**config.mk**
```make
export PLATFORM = sky130hd
export DESIGN_NAME = utf8_diacritic_stripper
export DESIGN_NICKNAME = d
export VERILOG_FILES = /design/src/rtl/uds_pkg.sv /design/src/rtl/uds_step.sv /design/src/rtl/utf8_diacritic_stripper.sv
export SDC_FILE = /design/constraint.sdc
export NUM_CORES = 1
export LEC_CHECK = 0
export BUFFER_PORTS_ARGS = -buffer_cell sky130_fd_sc_hd__buf_2
export CORE_MARGIN = 2
export CORE_UTILIZATION = 50
export CTS_CLUSTER_DIAMETER = 200
export DETAILED_ROUTE_END_ITERATION = 8
export PLACE_DENSITY = 0.77
export SLEW_MARGIN = 0
export SYNTH_ARGS = -nofsm -noshare
export SYNTH_HDL_FRONTEND = slang
export SYNTH_SLANG_ARGS = --single-unit
export TNS_END_PERCENT = 30
```
**constraint.sdc**
```tcl
create_clock -name clk -period 5.5 [get_ports clk]
set_clock_uncertainty 0.2 [all_clocks]
set_input_delay 0.55 -clock clk [delete_from_list [all_inputs] [get_ports clk]]
set_output_delay 0.55 -clock clk [all_outputs]
set_load 0.05 [all_outputs]
```
**src/rtl/uds_pkg.sv**
```systemverilog
`timescale 1ns / 1ps

package uds_pkg;

    localparam int MAX_RES = 3;
    localparam int Q_DEPTH = 4;
    localparam int Q_CNT_W = $clog2(Q_DEPTH + 1);

    localparam logic [7:0] MASK_4B = 8'hf8;
    localparam logic [7:0] LEAD_4B = 8'hf0;
    localparam logic [7:0] MASK_3B = 8'hf0;
    localparam logic [7:0] LEAD_3B = 8'he0;
    localparam logic [7:0] MASK_2B = 8'he0;
    localparam logic [7:0] LEAD_2B = 8'hc0;

    localparam logic [1:0] CONT_TAG = 2'b10;

    localparam logic [7:0] LETTER_A = 8'h61;
    localparam logic [7:0] LETTER_D = 8'h64;
    localparam logic [7:0] LETTER_E = 8'h65;
    localparam logic [7:0] LETTER_I = 8'h69;
    localparam logic [7:0] LETTER_O = 8'h6f;
    localparam logic [7:0] LETTER_U = 8'h75;
    localparam logic [7:0] LETTER_Y = 8'h79;

    typedef struct packed {
        logic [1:0]      n;
        logic            eos;
        logic [2:0][7:0] data;
    } res_t;

    typedef struct packed {
        logic [7:0] out_byte;
        logic       run_last;
        logic       string_done;
    } q_entry_t;

    function automatic logic [2:0] frame_len(input logic [7:0] b);
        logic [2:0] len;
        if ((b & MASK_4B) == LEAD_4B)
        begin
            len = 3'd4;
        end
        else if ((b & MASK_3B) == LEAD_3B)
        begin
            len = 3'd3;
        end
        else if ((b & MASK_2B) == LEAD_2B)
        begin
            len = 3'd2;
        end
        else
        begin
            len = 3'd1;
        end
        return len;
    endfunction

    function automatic logic [7:0] lookup_cp(input logic [15:0] cp, input logic [7:0] fb);
        logic [7:0] r;
        r = fb;
        if (cp >= 16'h1ea0 && cp <= 16'h1ef9)
        begin
            if (cp <= 16'h1eb7)
            begin
                r = LETTER_A;
            end
            else if (cp <= 16'h1ec7)
            begin
                r = LETTER_E;
            end
            else if (cp <= 16'h1ecb)
            begin
                r = LETTER_I;
            end
            else if (cp <= 16'h1ee3)
            begin
                r = LETTER_O;
            end
            else if (cp <= 16'h1ef1)
            begin
                r = LETTER_U;
            end
            else
            begin
                r = LETTER_Y;
            end
        end
        else
        begin
            case (cp) inside
                16'h00e1, 16'h00e0, 16'h00e3, 16'h00e2, 16'h0103,
                16'h00c1, 16'h00c0, 16'h00c3, 16'h00c2, 16'h0102: r = LETTER_A;
                16'h0111, 16'h0110: r = LETTER_D;
                16'h00e9, 16'h00e8, 16'h00ea, 16'h00c9, 16'h00c8, 16'h00ca: r = LETTER_E;
                16'h00ed, 16'h00ec, 16'h0129, 16'h00cd, 16'h00cc, 16'h0128: r = LETTER_I;
                16'h00f3, 16'h00f2, 16'h00f5, 16'h00f4, 16'h01a1,
                16'h00d3, 16'h00d2, 16'h00d5, 16'h00d4, 16'h01a0: r = LETTER_O;
                16'h00fa, 16'h00f9, 16'h0169, 16'h01b0,
                16'h00da, 16'h00d9, 16'h0168, 16'h01af: r = LETTER_U;
                16'h00fd, 16'h00dd: r = LETTER_Y;
                default: r = fb;
            endcase
        end
        return r;
    endfunction

    function automatic logic [7:0] map_seq(input logic [7:0] b0, input logic [7:0] b1,
                                           input logic [7:0] b2, input logic [2:0] len);
        logic [15:0] cp;
        logic [7:0]  r;
        r  = b0;
        cp = '0;
        if (len == 3'd2)
        begin
            cp = {5'd0, b0[4:0], b1[5:0]};
            if (b1[7:6] == CONT_TAG && cp >= 16'h0080)
            begin
                r = lookup_cp(cp, b0);
            end
        end
        else if (len == 3'd3)
        begin
            cp = {b0[3:0], b1[5:0], b2[5:0]};
            if (b1[7:6] == CONT_TAG && b2[7:6] == CONT_TAG && cp >= 16'h0800)
            begin
                r = lookup_cp(cp, b0);
            end
        end
        return r;
    endfunction

endpackage

```
**src/rtl/uds_step.sv**
```systemverilog
`timescale 1ns / 1ps

module uds_step (
    input  logic             clk,
    input  logic             rst_n,
    input  logic             accept,
    input  logic [7:0]       in_byte,
    input  logic             end_of_string,
    output uds_pkg::res_t    res
);

    logic [7:0] held_reg [3];
    logic [7:0] held_next [3];
    logic [1:0] cnt_reg;
    logic [1:0] cnt_next;
    logic [2:0] exp_reg;
    logic [2:0] exp_next;

    logic [2:0] len_in;
    logic [1:0] cnt_mid;
    logic [7:0] sb1;
    logic [7:0] sb2;

    always_comb
    begin
        held_next = held_reg;
        cnt_next  = cnt_reg;
        exp_next  = exp_reg;
        res       = '0;
        res.eos   = end_of_string;
        len_in    = uds_pkg::frame_len(in_byte);
        sb1       = (cnt_reg == 2'd1) ? in_byte : held_reg[1];
        sb2       = (cnt_reg == 2'd2) ? in_byte : held_reg[2];
        cnt_mid   = cnt_reg;

        if (cnt_reg == 2'd0)
        begin
            if (len_in == 3'd1)
            begin
                res.n       = 2'd1;
                res.data[0] = in_byte;
            end
            else
            begin
                held_next[0] = in_byte;
                cnt_mid      = 2'd1;
                exp_next     = len_in;
            end
        end
        else if ({1'b0, cnt_reg} + 3'd1 >= exp_reg)
        begin
            res.n       = 2'd1;
            res.data[0] = uds_pkg::map_seq(held_reg[0], sb1, sb2, exp_reg);
            cnt_mid     = 2'd0;
            exp_next    = 3'd1;
        end
        else
        begin
            held_next[cnt_reg] = in_byte;
            cnt_mid            = cnt_reg + 2'd1;
        end

        cnt_next = cnt_mid;

        // reframe an open sequence cut short by the end of the string
        if (end_of_string && cnt_mid != 2'd0)
        begin
            res.data[0] = held_next[0];
            res.data[1] = held_next[1];
            res.data[2] = held_next[2];
            res.n       = cnt_mid;
            if (cnt_mid == 2'd3 && uds_pkg::frame_len(held_next[1]) == 3'd2)
            begin
                res.n       = 2'd2;
                res.data[1] = uds_pkg::map_seq(held_next[1], held_next[2], 8'd0, 3'd2);
            end
            cnt_next = 2'd0;
            exp_next = 3'd1;
        end
    end

    always_ff @(posedge clk)
    begin
        if (accept)
        begin
            held_reg <= held_next;
        end
    end

    always_ff @(posedge clk or negedge rst_n)
    begin
        if (!rst_n)
        begin
            cnt_reg <= 2'd0;
            exp_reg <= 3'd1;
        end
        else if (accept)
        begin
            cnt_reg <= cnt_next;
            exp_reg <= exp_next;
        end
    end

`ifndef ASSERT_OFF
    a_open_seq_longer: assert property (@(posedge clk) disable iff (!rst_n)
        (cnt_reg != 2'd0) |-> (exp_reg > {1'b0, cnt_reg}))
        else $error("open sequence not shorter than its lead length");

    a_eos_clears: assert property (@(posedge clk) disable iff (!rst_n)
        (accept && end_of_string) |=> (cnt_reg == 2'd0 && exp_reg == 3'd1))
        else $error("framing state not cleared after end of string");
`endif

endmodule

```
**src/rtl/utf8_diacritic_stripper.sv**
```systemverilog
`timescale 1ns / 1ps
// A result beat enters the output queue when the input beat that causes it is accepted.
// Throughput: one byte per cycle unless stalled; an opening or extending beat gives no result.
// A string that ends inside an open sequence gives up to three result beats; input
// stalls while more than one result waits in the four-entry output queue.
// Reset (rst_n low, asynchronous) clears the framing state and empties the queue.

module utf8_diacritic_stripper (
    input  logic       clk,
    input  logic       rst_n,
    input  logic       s_tvalid,
    output logic       s_tready,
    input  logic [7:0] s_tdata,   // [7:0] in_byte
    input  logic       s_tlast,   // end_of_string
    output logic       m_tvalid,
    input  logic       m_tready,
    output logic [7:0] m_tdata,   // [7:0] out_byte
    output logic       m_tlast,   // run_last
    output logic       m_tuser    // string_done
);

    uds_pkg::res_t     res;
    logic              push;
    logic              pop;
    logic [uds_pkg::Q_CNT_W-1:0] base;
    logic [uds_pkg::Q_CNT_W-1:0] n_push;
    logic [uds_pkg::Q_CNT_W-1:0] off;
    uds_pkg::q_entry_t new_ent [uds_pkg::MAX_RES];
    uds_pkg::q_entry_t sh [uds_pkg::Q_DEPTH];
    uds_pkg::q_entry_t q_reg [uds_pkg::Q_DEPTH];
    uds_pkg::q_entry_t q_next [uds_pkg::Q_DEPTH];
    logic [uds_pkg::Q_CNT_W-1:0] q_cnt_reg;
    logic [uds_pkg::Q_CNT_W-1:0] q_cnt_next;

    assign s_tready = (q_cnt_reg <= uds_pkg::Q_CNT_W'(1));
    assign m_tvalid = (q_cnt_reg != '0);
    assign m_tdata  = q_reg[0].out_byte;
    assign m_tlast  = q_reg[0].run_last;
    assign m_tuser  = q_reg[0].string_done;

    assign push = s_tvalid & s_tready;
    assign pop  = m_tvalid & m_tready;

    uds_step u_step (
        .clk           (clk),
        .rst_n         (rst_n),
        .accept        (push),
        .in_byte       (s_tdata),
        .end_of_string (s_tlast),
        .res           (res)
    );

    always_comb
    begin
        for (int k = 0; k < uds_pkg::MAX_RES; k++)
        begin
            new_ent[k].out_byte    = res.data[k];
            new_ent[k].run_last    = (uds_pkg::Q_CNT_W'(k + 1) == uds_pkg::Q_CNT_W'(res.n));
            new_ent[k].string_done = new_ent[k].run_last & res.eos;
        end

        for (int i = 0; i < uds_pkg::Q_DEPTH - 1; i++)
        begin
            sh[i] = pop ? q_reg[i + 1] : q_reg[i];
        end
        sh[uds_pkg::Q_DEPTH - 1] = q_reg[uds_pkg::Q_DEPTH - 1];

        base   = q_cnt_reg - uds_pkg::Q_CNT_W'(pop);
        n_push = push ? uds_pkg::Q_CNT_W'(res.n) : '0;
        off    = '0;

        for (int i = 0; i < uds_pkg::Q_DEPTH; i++)
        begin
            q_next[i] = sh[i];
            off       = uds_pkg::Q_CNT_W'(i) - base;
            if (uds_pkg::Q_CNT_W'(i) >= base && off < n_push)
            begin
                q_next[i] = new_ent[off[1:0]];
            end
        end

        q_cnt_next = base + n_push;
    end

    always_ff @(posedge clk)
    begin
        q_reg <= q_next;
    end

    always_ff @(posedge clk or negedge rst_n)
    begin
        if (!rst_n)
        begin
            q_cnt_reg <= '0;
        end
        else
        begin
            q_cnt_reg <= q_cnt_next;
        end
    end

`ifndef ASSERT_OFF
    a_q_bound: assert property (@(posedge clk) disable iff (!rst_n)
        q_cnt_reg <= uds_pkg::Q_CNT_W'(uds_pkg::Q_DEPTH))
        else $error("output queue overflow");

    a_done_is_last: assert property (@(posedge clk) disable iff (!rst_n)
        (m_tvalid && m_tuser) |-> m_tlast)
        else $error("string end beat not marked last of its run");
`endif

endmodule
```
# == Word level (Yosys, flattened, before mapping) ==
# Cells that the tools add are included.
# word_totals
register_bits,72
output_inout_bits,12
elab_cells,340
# classes
addsub,8
magnitude_cmp,26
n_eq_ne,152
muxes,85
bitwise_logic,10
reduce_logical,41
# op_table
operator,count
$eq A11 B8 Y1 const B,64
$eq A16 B8 Y1 const B,32
$mux W8,40
$eq A11 B9 Y1 const B,24
$eq A16 B9 Y1 const B,12
$mux W10,14
$le A16 B13 Y1 const B,6
$bmux W10 S2,4
$reduce_or A10 Y1,6
$mux W24,2
$reduce_or A6 Y1,6
$bwmux W24,1
$mux W3,8
$reduce_or A8 Y1,3
$ge A11 B8 Y1 const B,2
$mux W2,11
$demux W8 S2,1
$ge A16 B12 Y1 const B,1
$ge A16 B13 Y1 const B,1
$mux W16,1
$ge A3 B3 Y1 const B,5
$not A2 Y3,5
$logic_and A1 B1 Y1,12
$lt A3 B2 Y1,4
other kinds (29),57

# == Logic depth before layout (Yosys ltp) ==
# logic_depth
ltp_word,24
depth_mapped,21
depth_no_buf,18

# == Hierarchy ==
# A second synthesis with hierarchy kept.
# hier_totals
hier_cells,755
area_unflattened_um2,6656.4
# modules_own_cells
module,instances,cells_each,area_per_inst_um2
uds_step,1,538,3952.5
utf8_diacritic_stripper,1,217,2703.8

# == Worst setup path after synthesis ==
# No wires, ideal clock.
# synth_path
path_type,register -> register
startpoint,register q_cnt_reg[2] (netlist bit)
endpoint,"register q_reg, in the netlist m_tdata[0], enable pin"
t_arrival_ps,4940
required_time_ps,4960
slack_ps,20
path_stages_with_launch,16
n_path_buf,2
synth_period_minus_slack_ps,5480
cell_sequence,dfrtp_1 > nor2_1 > nand2_1 > nand2_1 > inv_1 > ha_1 > ha_1 > clkinv_1 > ha_1 > clkbuf_1 > inv_1 > ha_1 > nor2b_1 > or4_1 > clkbuf_1 > nand2_1
# synth_rtl
item,line_no,text
start: declaration,utf8_diacritic_stripper.sv:32,logic [uds_pkg::Q_CNT_W-1:0] q_cnt_reg;
start signal: assignment,utf8_diacritic_stripper.sv:98,q_cnt_reg <= q_cnt_next;
$le A3 B1 Y1,utf8_diacritic_stripper.sv:35,assign s_tready = (q_cnt_reg <= uds_pkg::Q_CNT_W'(1));
via s_tready,utf8_diacritic_stripper.sv:12,"output logic s_tready,"
$and A1 B1 Y1,utf8_diacritic_stripper.sv:41,assign push = s_tvalid & s_tready;
$mux W2,utf8_diacritic_stripper.sv:69,n_push = push ? uds_pkg::Q_CNT_W'(res.n) : '0;
$lt A3 B2 Y1,utf8_diacritic_stripper.sv:76,if (uds_pkg::Q_CNT_W'(i) >= base && off < n_push)
$logic_and A1 B1 Y1,utf8_diacritic_stripper.sv:76,
$reduce_bool A2 Y1 (no line),--,
end signal: assignment,utf8_diacritic_stripper.sv:87,q_reg <= q_next;
end: declaration,utf8_diacritic_stripper.sv:30,uds_pkg::q_entry_t q_reg [uds_pkg::Q_DEPTH];
# The timed path passes the listed nets, and every way through them passes these cells.
# A chain may end at the register's enable or synchronous reset.

==> results.json <==
{
  "dpl.hpwl_mm": 16.5,
  "synth_edf_count": 64,
  "vias": 7122,
  "core-area_um2": 13900,
  "final-max-slew-violation-count": 0,
  "yosysTopAreaCell": "edfxtp_1",
  "post-route-period-util_pct": 91.2,
  "leakage_nw": 2.73,
  "cts_setup_buffers": 0,
  "ys.flop_type": "edfxtp_1",
  "vdd_ir_drop_max_mv": 0.991,
  "postLayoutCellArea_um2": 7510,
  "io_pins": 25,
  "gp_congestion": 1.02,
  "die_area_um2": 15200,
  "wirelength_mm": 22.4,
  "multi_input_area_um2": 4500,
  "cp-end-kind": "flip-flop",
  "cts_made_buffers": 9,
  "yosysWarnings": 0,
  "yosysTopAreaCellShare_pct": 27.1,
  "placed_cell_area_um2": 7210,
  "worst_slew_pin_slew_ps": 891,
  "clock.fmax_mhz": 199,
  "largest_reg_flops": 30,
  "route.detailed.drc": 0,
  "maxCapViolCount": 0,
  "crit_arrival_ps": 4910,
  "grt.overflow.total": 0,
  "critPathLaunch": "u_step.cnt_reg[0]$_DFFE_PN0P_",
  "path_clk_slew_ps": 60,
  "grt_pass1_vias": 6310,
  "utilization_pct": 54.1,
  "setup_viol": 0,
  "drt_iter0_markers": 1172,
  "synth_area_leaders": "edfxtp_1, nand2_1, ha_1",
  "power_density_nw_per_um2": 623,
  "reg2reg_from": "u_step.cnt_reg[0]$_DFFE_PN0P_",
  "postSynthCellCount": 835,
  "synth_nets": 871,
  "synth_async_sr_flop_share_pct": 11.1,
  "firstDrtPassIters": 6,
  "rsz0062_at_grt": "false",
  "grt_pass1_wl_mm": 34.3,
  "grt_max_degree": 36,
  "cts_max_level": 3,
  "finalPower_mw": 4.68,
  "ys_seq_area_share_pct": 29.9,
  "drtAntennaViolNets": 0,
  "cts_tree": "built",
  "slew_headroom_pct": 38.9,
  "use_met1_pct": 41.5,
  "syn-cell-area_um2": 7100,
  "root_buffer": "clkbuf_16",
  "status": "finished clean",
  "use_met2_pct": 44.7,
  "antenna_found_initial": 0,
  "ys_types": 101,
  "area_growth_pct": 5.77,
  "die_w_um": 123,
  "clkLatencyLatePin_ps": 350,
  "syn-mean-instance-area_um2": 8.50,
  "worstPathRequired_ps": 5390,
  "post-route-min-period_ps": 5020,
  "hold_path_class": "flip-flop to flip-flop",
  "ys_seq_elements": 72,
  "cts_sinks": 72,
  "seqCellArea_um2": 2120,
  "stdcell_count": 1011,
  "layout-drive-gt1-share_pct": 13.8,
  "dp_cells": 994,
  "nets": 862,
  "met3_usage_pct": 6.41,
  "min-delay-start": "q_reg[1]$_DFFE_PP_",
  "path_class": "flip-flop to flip-flop",
  "busiest_layer": "met2",
  "gr-usage-all-layers_pct": 29.6,
  "rows": 43,
  "nFillCells": 1308,
  "wl_per_cell_um": 22.2,
  "post_drt_via_cell_ratio": 7.04,
  "worst_setup_path_start_kind": "flip-flop",
  "fin_tns_setup_ps": 0,
  "io_buffers": 24,
  "clockBufferDepth": 2,
  "die_y_um": 123,
  "cts_resized": 0,
  "cp_max_fo": 13,
  "diodes": 0,
  "start_util_pct": 51.1,
  "postCtsHoldBufs": 1,
  "final_hold_viol_count": 0
}
==> routing by layer <==
layer	wire, um	vias up
li1	-	3193
met1	9200	3341
met2	9870	506
met3	2530	82
met4	835	0
met5	0	-
==> metrics by stage <==
| step | hold slack (ps) | worst slack (ps) |
|---|---|---|
| after floorplan | 54.4 | 20.4 |
| after global placement | 204 | 759 |
| after detailed placement | 204 | 589 |
| after CTS | 311 | 575 |
| after global routing | 345 | 191 |
| final | 311 | 483 |
==> area by class of cell <==
class,instances,share of cell area (%)
clock buffers,9,3.00
clock inverters,7,0.817
inverters,38,1.90
multi-input cells,667,60.0
flip-flops and latches,72,28.3
well taps,180,3.00
repair buffers,38,3.03
==> worst paths after layout <==
path / to / slack, ps / cells past startpoint
max: m_tdata[5]$_DFFE_PP_ / 480 / 17
max in group asynchronous: u_step.exp_reg[0]$_DFFE_PN1P_ / 4480 / 2
max reg2reg: m_tdata[5]$_DFFE_PP_ / 480 / 17
min in group asynchronous: q_cnt_reg[0]$_DFF_PN0_ / 370 / 2
min: q_reg[11]$_DFFE_PP_ / 310 / 2
min reg2reg: q_reg[11]$_DFFE_PP_ / 310 / 2
==> critical path, cell delays in order (launching register included) <==
cell and delay [ps]:
dfrtp_1 420, inv_1 100, ha_1 340, ha_1 250, a211oi_4 430, o211ai_4 220
mux2i_1 430, inv_2 100, a31oi_1 350, a32oi_1 90, nor2_1 180, ha_1 210
nor2b_1 60, or4_1 700, nor2_1 350, o21ai_0 140, o21ai_0 100, a31oi_1 70
==> power by group <==
part           internal, mW  total [mW]  switching, mW
logic                 0.931        2.99           2.06
registers             0.963        1.11          0.145
clock network         0.314       0.575          0.261
==> kinds of logic (layout without fill, tap and decap cells) <==
| group | after synthesis | after routing | share of synthesized area, % |
|---|---|---|---|
| simple gates | 341 | 341 | 26.0 |
| flops | 72 | 72 | 29.9 |
| mux | 41 | 41 | 6.05 |
| xor+xnor | 8 | 8 | 0.987 |
| buf+inv | 96 | 92 | 6.66 |
| compound gates | 254 | 254 | 26.2 |
| fa+ha+maj | 23 | 23 | 4.16 |
==> cells in the final DEF (no fill, tap or decap), drive strengths merged, types with 22 or more instances in the layout <==
cell type	Yosys	final
a21oi	39	39
buf	33	37
edfxtp	64	64
ha	22	22
inv	36	40
mux2i	26	26
nand2	85	85
nand3	35	35
nor2	73	73
nor3	28	28
o21ai	56	56
==> synthesized netlist by cell type, types with 6 or more instances <==
cell type	count
nand2b_1	10
and3_1	12
nor3b_1	15
inv_1	30
nand3b_1	6
and3b_1	6
o21ai_1	16
nor2b_1	10
nand2_1	84
nand3_1	35
nand4_1	8
a22oi_1	9
o211ai_1	14
o31ai_1	15
buf_2	14
or2_2	10
dfrtp_1	7
nor4b_1	6
nor3_1	27
nor2_1	72
buf_4	11
a21oi_1	38
nor4_1	8
clkbuf_1	25
o21ai_0	39
mux2_2	15
inv_2	6
o22ai_1	16
mux2i_1	26
edfxtp_1	64
a31oi_1	10
ha_1	22
No activity file was read; power rests on OpenSTA's default activity.
